## src/sv/fractional_rate_event_pacer_top_defines.svh

```systemverilog
// Assertion macros for the fractional-rate event pacer.
// Included by the top level; expects clk and rst_n in scope.
`ifndef FRACTIONAL_RATE_EVENT_PACER_TOP_DEFINES_SVH
`define FRACTIONAL_RATE_EVENT_PACER_TOP_DEFINES_SVH

// same-cycle implication
`define FREP_ASSERT_NOW(label, ante, cons, msg) \
  label: assert property (@(posedge clk) disable iff (!rst_n) (ante) |-> (cons)) \
    else $error(msg);

// next-cycle implication
`define FREP_ASSERT_NEXT(label, ante, cons, msg) \
  label: assert property (@(posedge clk) disable iff (!rst_n) (ante) |=> (cons)) \
    else $error(msg);

`endif

```

## src/sv/frep_pkg.sv

```systemverilog
// Shared types and constants for the fractional-rate event pacer.
// No dependencies.
`timescale 1ns / 1ps

package frep_pkg;

  localparam int CFG_IDX_W  = 3;
  localparam int CFG_DATA_W = 16;
  localparam int BASE_W     = 8;
  localparam int SPAWN_W    = 9;

  // register indexes
  localparam logic [CFG_IDX_W-1:0] CFG_BASE_PER_TICK   = 3'd0;
  localparam logic [CFG_IDX_W-1:0] CFG_INTERVAL_TICKS  = 3'd1;
  localparam logic [CFG_IDX_W-1:0] CFG_INTERVAL_EXTRAS = 3'd2;
  localparam logic [CFG_IDX_W-1:0] CFG_SHORT_SKIP      = 3'd3;
  localparam logic [CFG_IDX_W-1:0] CFG_LONG_SKIP       = 3'd4;

  typedef struct packed {
    logic [BASE_W-1:0]     base_per_tick;
    logic [CFG_DATA_W-1:0] interval_ticks;
    logic [CFG_DATA_W-1:0] interval_extras;
    logic [CFG_DATA_W-1:0] short_skip;
    logic [CFG_DATA_W-1:0] long_skip;
  } cfg_t;

  typedef struct packed {
    logic [SPAWN_W-1:0] spawn_count;
    logic               extra_spawned;
    logic               interval_restart;
    logic               underspawn_error;
  } res_t;

endpackage

```

## src/sv/frep_cfg.sv

```systemverilog
// Configuration register file for the pacer.
// Depends on frep_pkg.
`timescale 1ns / 1ps

module frep_cfg (
  input  logic                             clk,
  input  logic                             rst_n,
  input  logic                             cfg_wr_en,
  input  logic [frep_pkg::CFG_IDX_W-1:0]   cfg_index,
  input  logic [frep_pkg::CFG_DATA_W-1:0]  cfg_wdata,
  output frep_pkg::cfg_t                   cfg
);

  frep_pkg::cfg_t cfg_r, cfg_nxt;

  always_comb begin
    cfg_nxt = cfg_r;
    if (cfg_wr_en) begin
      unique case (cfg_index)
        frep_pkg::CFG_BASE_PER_TICK:
          cfg_nxt.base_per_tick = cfg_wdata[frep_pkg::BASE_W-1:0];
        frep_pkg::CFG_INTERVAL_TICKS:  cfg_nxt.interval_ticks  = cfg_wdata;
        frep_pkg::CFG_INTERVAL_EXTRAS: cfg_nxt.interval_extras = cfg_wdata;
        frep_pkg::CFG_SHORT_SKIP:      cfg_nxt.short_skip      = cfg_wdata;
        frep_pkg::CFG_LONG_SKIP:       cfg_nxt.long_skip       = cfg_wdata;
        default: ;  // unused index, write dropped
      endcase
    end
  end

  always_ff @(posedge clk) begin
    if (!rst_n) begin
      cfg_r.base_per_tick   <= '0;
      cfg_r.interval_ticks  <= frep_pkg::CFG_DATA_W'(1);
      cfg_r.interval_extras <= '0;
      cfg_r.short_skip      <= '0;
      cfg_r.long_skip       <= '0;
    end else begin
      cfg_r <= cfg_nxt;
    end
  end

  assign cfg = cfg_r;

endmodule

```

## src/sv/frep_core.sv

```systemverilog
// Pacing counters and per-tick step logic.
// Depends on frep_pkg.
`timescale 1ns / 1ps

module frep_core #(
  parameter int INTERVAL_WIDTH = 16
) (
  input  logic           clk,
  input  logic           rst_n,
  input  frep_pkg::cfg_t cfg,
  input  logic           step,     // beat leaves the input register
  input  logic           tick,
  output frep_pkg::res_t res
);

  localparam int W = INTERVAL_WIDTH;

  logic [W-1:0] ticks_r, ticks_nxt;
  logic [W-1:0] extras_r, extras_nxt;
  logic [W-1:0] skip_r, skip_nxt;

  logic [W-1:0]   iv_ticks, iv_extras, s_skip, l_skip, eff_ticks;
  logic [W-1:0]   ticks_a, extras_a, skip_a, ticks_d, extras_d, skip_d;
  logic           restart, err, spawn, behind;
  logic [2*W-1:0] have, want;

  assign iv_ticks  = W'(cfg.interval_ticks);
  assign iv_extras = W'(cfg.interval_extras);
  assign s_skip    = W'(cfg.short_skip);
  assign l_skip    = W'(cfg.long_skip);
  // zero length counts as one
  assign eff_ticks = (iv_ticks == '0) ? W'(1) : iv_ticks;

  always_comb begin
    restart  = (ticks_r == '0);
    err      = restart && (extras_r != '0);
    ticks_a  = restart ? eff_ticks : ticks_r;
    extras_a = restart ? iv_extras : extras_r;
    skip_a   = restart ? '0 : skip_r;

    ticks_d  = ticks_a - W'(1);
    spawn    = (skip_a == '0) && (extras_a != '0);
    extras_d = spawn ? extras_a - W'(1) : extras_a;

    // rate check: remaining share against nominal share
    have   = (2*W)'(extras_d) * (2*W)'(eff_ticks);
    want   = (2*W)'(iv_extras) * (2*W)'(ticks_d);
    behind = (have < want);

    if (spawn) begin
      skip_d = (ticks_d != '0) ? (behind ? l_skip : s_skip) : skip_a;
    end else if (skip_a != '0) begin
      skip_d = skip_a - W'(1);
    end else begin
      skip_d = skip_a;
    end

    ticks_nxt  = ticks_r;
    extras_nxt = extras_r;
    skip_nxt   = skip_r;
    if (step && tick) begin
      ticks_nxt  = ticks_d;
      extras_nxt = extras_d;
      skip_nxt   = skip_d;
    end

    res.spawn_count      = '0;
    res.extra_spawned    = 1'b0;
    res.interval_restart = 1'b0;
    res.underspawn_error = 1'b0;
    if (tick) begin
      res.spawn_count      = {1'b0, cfg.base_per_tick} + frep_pkg::SPAWN_W'(spawn);
      res.extra_spawned    = spawn;
      res.interval_restart = restart;
      res.underspawn_error = err;
    end
  end

  always_ff @(posedge clk) begin
    if (!rst_n) begin
      ticks_r  <= '0;
      extras_r <= '0;
      skip_r   <= '0;
    end else begin
      ticks_r  <= ticks_nxt;
      extras_r <= extras_nxt;
      skip_r   <= skip_nxt;
    end
  end

endmodule

```

## src/sv/fractional_rate_event_pacer_top.sv

```systemverilog
// Fractional-rate event pacer. One input beat is one tick; every beat gives one
// result beat: base_per_tick events plus at most one extra, with the extras
// spread so that interval_extras of them fall in each interval_ticks ticks.
// After an extra a skip count is loaded: long_skip when the remaining extras
// lag the nominal rate, short_skip otherwise. A tick beat with tick_pulse low
// leaves the counters alone and returns an all-zero result. Rate: one beat per
// clock while out_ready stays high. A beat passes the input register, then the
// step logic and result register. The clock period is set by the combinational
// step path: counter restart and decrement, the two rate-check multipliers and
// the compare that reloads the skip count. Registers are to be written through
// the cfg_ port only while no beat is in flight; the block does not enforce it.
`timescale 1ns / 1ps
`include "fractional_rate_event_pacer_top_defines.svh"

module fractional_rate_event_pacer_top #(
  parameter int INTERVAL_WIDTH = 16   // counter width, 4 to 32
) (
  input  logic                              clk,
  input  logic                              rst_n,
  // tick channel
  input  logic                              in_valid,
  output logic                              in_ready,
  input  logic                              in_tick_pulse,
  // result channel
  output logic                              out_valid,
  input  logic                              out_ready,
  output logic [frep_pkg::SPAWN_W-1:0]      out_spawn_count,
  output logic                              out_extra_spawned,
  output logic                              out_interval_restart,
  output logic                              out_underspawn_error,
  // register writes
  input  logic                              cfg_wr_en,
  input  logic [frep_pkg::CFG_IDX_W-1:0]    cfg_index,
  input  logic [frep_pkg::CFG_DATA_W-1:0]   cfg_wdata
);

  frep_pkg::cfg_t cfg;
  frep_pkg::res_t step_res;

  // input register
  logic s1_valid_r, s1_valid_nxt;
  logic s1_tick_r, s1_tick_nxt;
  logic s1_adv;

  // result register
  logic           out_valid_r, out_valid_nxt;
  frep_pkg::res_t out_res_r, out_res_nxt;

  frep_cfg u_cfg (
    .clk       (clk),
    .rst_n     (rst_n),
    .cfg_wr_en (cfg_wr_en),
    .cfg_index (cfg_index),
    .cfg_wdata (cfg_wdata),
    .cfg       (cfg)
  );

  frep_core #(
    .INTERVAL_WIDTH (INTERVAL_WIDTH)
  ) u_core (
    .clk   (clk),
    .rst_n (rst_n),
    .cfg   (cfg),
    .step  (s1_adv),
    .tick  (s1_tick_r),
    .res   (step_res)
  );

  // the held tick moves on whenever the result register is free or draining
  assign s1_adv   = s1_valid_r && (!out_valid_r || out_ready);
  assign in_ready = !s1_valid_r || s1_adv;

  always_comb begin
    s1_valid_nxt = s1_valid_r;
    s1_tick_nxt  = s1_tick_r;
    if (in_valid && in_ready) begin
      s1_valid_nxt = 1'b1;
      s1_tick_nxt  = in_tick_pulse;
    end else if (s1_adv) begin
      s1_valid_nxt = 1'b0;
    end

    out_valid_nxt = out_valid_r;
    out_res_nxt   = out_res_r;
    if (s1_adv) begin
      out_valid_nxt = 1'b1;
      out_res_nxt   = step_res;
    end else if (out_ready) begin
      out_valid_nxt = 1'b0;
    end
  end

  always_ff @(posedge clk) begin
    if (!rst_n) begin
      s1_valid_r  <= 1'b0;
      out_valid_r <= 1'b0;
    end else begin
      s1_valid_r  <= s1_valid_nxt;
      out_valid_r <= out_valid_nxt;
    end
  end

  // payload needs no reset
  always_ff @(posedge clk) begin
    s1_tick_r <= s1_tick_nxt;
    out_res_r <= out_res_nxt;
  end

  assign out_valid            = out_valid_r;
  assign out_spawn_count      = out_res_r.spawn_count;
  assign out_extra_spawned    = out_res_r.extra_spawned;
  assign out_interval_restart = out_res_r.interval_restart;
  assign out_underspawn_error = out_res_r.underspawn_error;

  // an error is only ever reported on a restart
  `FREP_ASSERT_NOW(a_err_on_restart, out_valid_r && out_res_r.underspawn_error, out_res_r.interval_restart, "underspawn error without restart")

  // an advancing tick always lands in the result register
  `FREP_ASSERT_NEXT(a_adv_loads_out, s1_adv, out_valid_r, "advanced beat lost")

  // an extra adds exactly one to the base count
  `FREP_ASSERT_NOW(a_extra_count, out_valid_r && out_res_r.extra_spawned, out_res_r.spawn_count == ({1'b0, cfg.base_per_tick} + 9'd1), "extra count mismatch")

endmodule
```

## config.mk

```make
export PLATFORM = sky130hd
export DESIGN_NAME = fractional_rate_event_pacer_top
export DESIGN_NICKNAME = d
export VERILOG_FILES = /design/src/sv/frep_pkg.sv /design/src/sv/frep_cfg.sv /design/src/sv/frep_core.sv /design/src/sv/fractional_rate_event_pacer_top.sv
export VERILOG_INCLUDE_DIRS = /design/src /design/src/sv
export SDC_FILE = /design/constraint.sdc
export NUM_CORES = 2
export LEC_CHECK = 0
export BUFFER_PORTS_ARGS = -buffer_cell sky130_fd_sc_hd__buf_2
export CORE_MARGIN = 2
export CORE_UTILIZATION = 25
export CTS_CLUSTER_SIZE = 28
export DETAILED_ROUTE_END_ITERATION = 16
export GPL_ROUTABILITY_DRIVEN = 0
export PLACE_DENSITY = 0.49
export RECOVER_POWER = 100
export SLEW_MARGIN = 5
export SYNTH_ARGS = -nofsm -noshare
export SYNTH_HDL_FRONTEND = slang
export SYNTH_SLANG_ARGS = --single-unit
```

## constraint.sdc

```tcl
create_clock -name clk -period 14.5 [get_ports clk]
set_input_delay 2.9 -clock clk [delete_from_list [all_inputs] [get_ports clk]]
set_output_delay 2.9 -clock clk [all_outputs]
set_load 0.02 [all_outputs]
```

==> run_results.csv <==
group,metric,value,unit
synthesis,syn_inst,3018,
cts,cts_buffers,17,
setup_path,end_kind,"flop",
cells_and_area,layout_commonest_cell,"nand2_1",
outcome,violations,"max-capacitance violations, max-slew violations",
sta,finClkSkew,12.4,ps
route,via_per_inst,4.66,
cts,hold_buffers,0,
sta,rsz0062_at_grt,"false",
placement,pre_cts_slack,1680,ps
power_and_ir_drop,p_sw,1.41,mW
power_and_ir_drop,seq_power_share,15.3,%
cells_and_area,num-nets-final,3659,
route,drtIter0Drc,1412,
setup_path,max_stage_delay,800,ps
placement,place_inst,4269,
route,num_vias,20000,
placement,hpwl,56200,microns
synthesis,synth_compound_area_share,10.6,%
route,drcViolationCount,0,
sta,fin_crit_sh,91.6,%
global_routing,grt_pass1_wl,120000,microns
global_routing,grt_max_degree,88,
setup_path,cp_max_fo,16,
cells_and_area,final_area,0.0273,sq mm
sta,timing.setup.tns,0,ps
power_and_ir_drop,clkPwrFrac,16.9,%
power_and_ir_drop,combPwrFrac,67.7,%
cts,cts_root_buf,"clkbuf_16",
floorplan,row_count,115,
cells_and_area,multiInputGateArea,0.0196,sq mm
synthesis,synth_seq_cells,135,
sta,worst_slack,1220,ps
sta,period_needed,13280,ps
synthesis,synth-xor-area-share,2.88,%
sta,hold_ws,451,ps
cells_and_area,nFillCells,10700,
global_routing,antenna_found_initial,3,
sta,finalSetupViolations,0,
synthesis,synth_area_leaders,"fa_1, ha_1, dfxtp_1",
floorplan,die_w,320,microns
floorplan,die_h,320,microns
synthesis,synth_edf_count,13,
placement,io_buffers,38,
cts,cts_num_sinks,135,
cts,clock_latency,440,ps
setup_path,critPathKind,"reg -> reg",
synthesis,syn_area,0.0249,sq mm
synthesis,synth-simple-area-share,20.4,%
route,wl_per_cell,17.2,microns
power_and_ir_drop,p_leak,12.7,nW
run,drv_cap,2,
setup_path,cp.required,14620,ps
cts,cts_tree,"yes",
cells_and_area,mostFrequentLayoutCells,"nand2_1, inv_1, fa_1, ha_1, and2_1",
floorplan,die-area,0.102,sq mm
global_routing,track_usage,14.9,%
global_routing,grt_overflow,0,
synthesis,yosysTopAreaCell,"fa_1",
sta,final_max_slew_viol_count,88,
floorplan,initial_core_util,25.3,%
cts,cts-htree-levels,4,
cts,cts_resized,0,
synthesis,ys_seq_area_share,11.4,%
cells_and_area,seq_area,0.00283,sq mm
cts,clk_path_buf_depth,2,
synthesis,synth_top_family_by_area,"adder cells",
power_and_ir_drop,power_density,98.1,mW/mm^2
sta,slew_headroom,-200,%
power_and_ir_drop,report.power.total,2.67,mW
sta,clock.fmax,75.3,MHz
cells_and_area,areaGrowthSynthToFinish,9.50,%
sta,hold_viol_final,0,
power_and_ir_drop,power.internal,1.26,mW
synthesis,ys_warn_count,0,
route,ant_nets,0,
floorplan,pin_count,39,
placement,postPlaceCellArea,0.0267,sq mm
synthesis,async_flop_share,0,%
synthesis,ys.flop_type,"dfxtp_1",
cells_and_area,drive_above_1_share,5.91,%
setup_path,arrival,13400,ps
floorplan,core_area,0.0986,sq mm
cts,clkSlewWorstSetupHoldPaths,60,ps
setup_path,crit_slowest_cell,"o21ai_1",
route,wirelength,74000,microns
setup_path,cpMostUsedCell,"fa_1",
synthesis,yosys-mux-area-fraction,1.33,%
synthesis,syn_nets,3676,
power_and_ir_drop,switching_share,52.7,%
cts,cts_setup_buffers,0,
synthesis,postSynthAreaPerCell,8.25,sq um
cells_and_area,utilization,27.7,%
synthesis,ys_types,90,
min_path,hold_path.class,"reg -> reg",
sta,worst_pin_slew,4490,ps
outcome,status,"complete, but fails checks",
global_routing,grt_pass1_vias,20800,
setup_path,cp-start-kind,"flop",
synthesis,synth_top_area_share,31.2,%
power_and_ir_drop,peakVddDrop,0.111,mV
cells_and_area,instances_no_fill,4301,
synthesis,synthAdderAreaFrac,43.5,%
route,drtPass1Iterations,5,
==> flip-flops by register name, indices dropped and copies added (netlist names), 9 cells and up <==
register / cells
u_cfg.cfg: 72
u_core.ticks_r: 16
u_core.skip_r: 16
u_core.extras_r: 16
out_spawn_count: 9
==> kinds of logic after synthesis <==
family / after synthesis
AOI/OAI and AO/OA: 420
xor gates and xnor gates: 81
adders and majority gates: 633
buffers and inverters: 648
DFF: 135
muxes: 31
and+or+nand+nor: 1070
==> critical path, delay by kind of cell (launching register included) <==
family,cells,cell delay (ps)
adders and majority gates,9,3930
buffers and inverters,7,850
DFF,1,340
AOI/OAI and AO/OA,14,3690
xor gates and xnor gates,1,90
and+or+nand+nor,14,3680
muxes,1,370
==> cell type report <==
| cell class | instances | area share (%) |
|---|---|---|
| Antenna cell | 1 | 0.00918 |
| Inverter | 499 | 6.87 |
| Clock inverter | 13 | 0.528 |
| Tap cell | 1287 | 5.91 |
| Timing Repair Buffer | 113 | 2.65 |
| Sequential cell | 135 | 10.4 |
| Clock buffer | 18 | 1.65 |
| Multi-Input combinational cell | 2235 | 72.0 |
==> layer usage <==
layer | global-route usage, % | vias to the layer above | wire, microns
li1 | - | 9507 | -
met1 | 20.3 | 10100 | 34400
met2 | 25.0 | 423 | 35100
met3 | 1.94 | 53 | 3160
met4 | 3.09 | 0 | 1340
met5 | 0 | - | 0
==> power groups by stage <==
stage	Combinational (mW)	Clock, mW	Sequential, mW
finish	1.81	0.453	0.410
global route	2.01	0.477	0.413
CTS	1.83	0.459	0.410
detailed placement	1.82	0	0.418
global placement	1.82	0	0.418
floorplan	1.17	0	0.415
==> final timing paths <==
check,startpoint,endpoint,slack [ps],cells after the start
min,u_cfg.cfg[28],u_cfg.cfg[28],450,2
max,u_core.ticks_r[7],u_core.skip_r[11],1220,46
min reg2reg,u_cfg.cfg[28],u_cfg.cfg[28],450,2
max reg2reg,u_core.ticks_r[7],u_core.skip_r[11],1220,46
==> cell usage after synthesis, drive strengths merged (5+ instances only) <==
master and instances:
a211oi 11, a21o 22, a21oi 184, a31oi 10
a41oi 6, and2 208, and3 17, and4 9
buf 19, clkbuf 130, dfxtp 122, edfxtp 13
fa 388, ha 245, inv 499, mux2 14
mux2i 17, nand2 553, nand2b 20, nand3 33
nand4 16, nor2 104, nor2b 24, nor3 32
nor4 24, o211ai 11, o21a 19, o21ai 76
o21bai 11, o31ai 8, o41ai 5, or2 8
or3 6, xnor2 48, xor2 33
(Power assumes the default switching activity.)
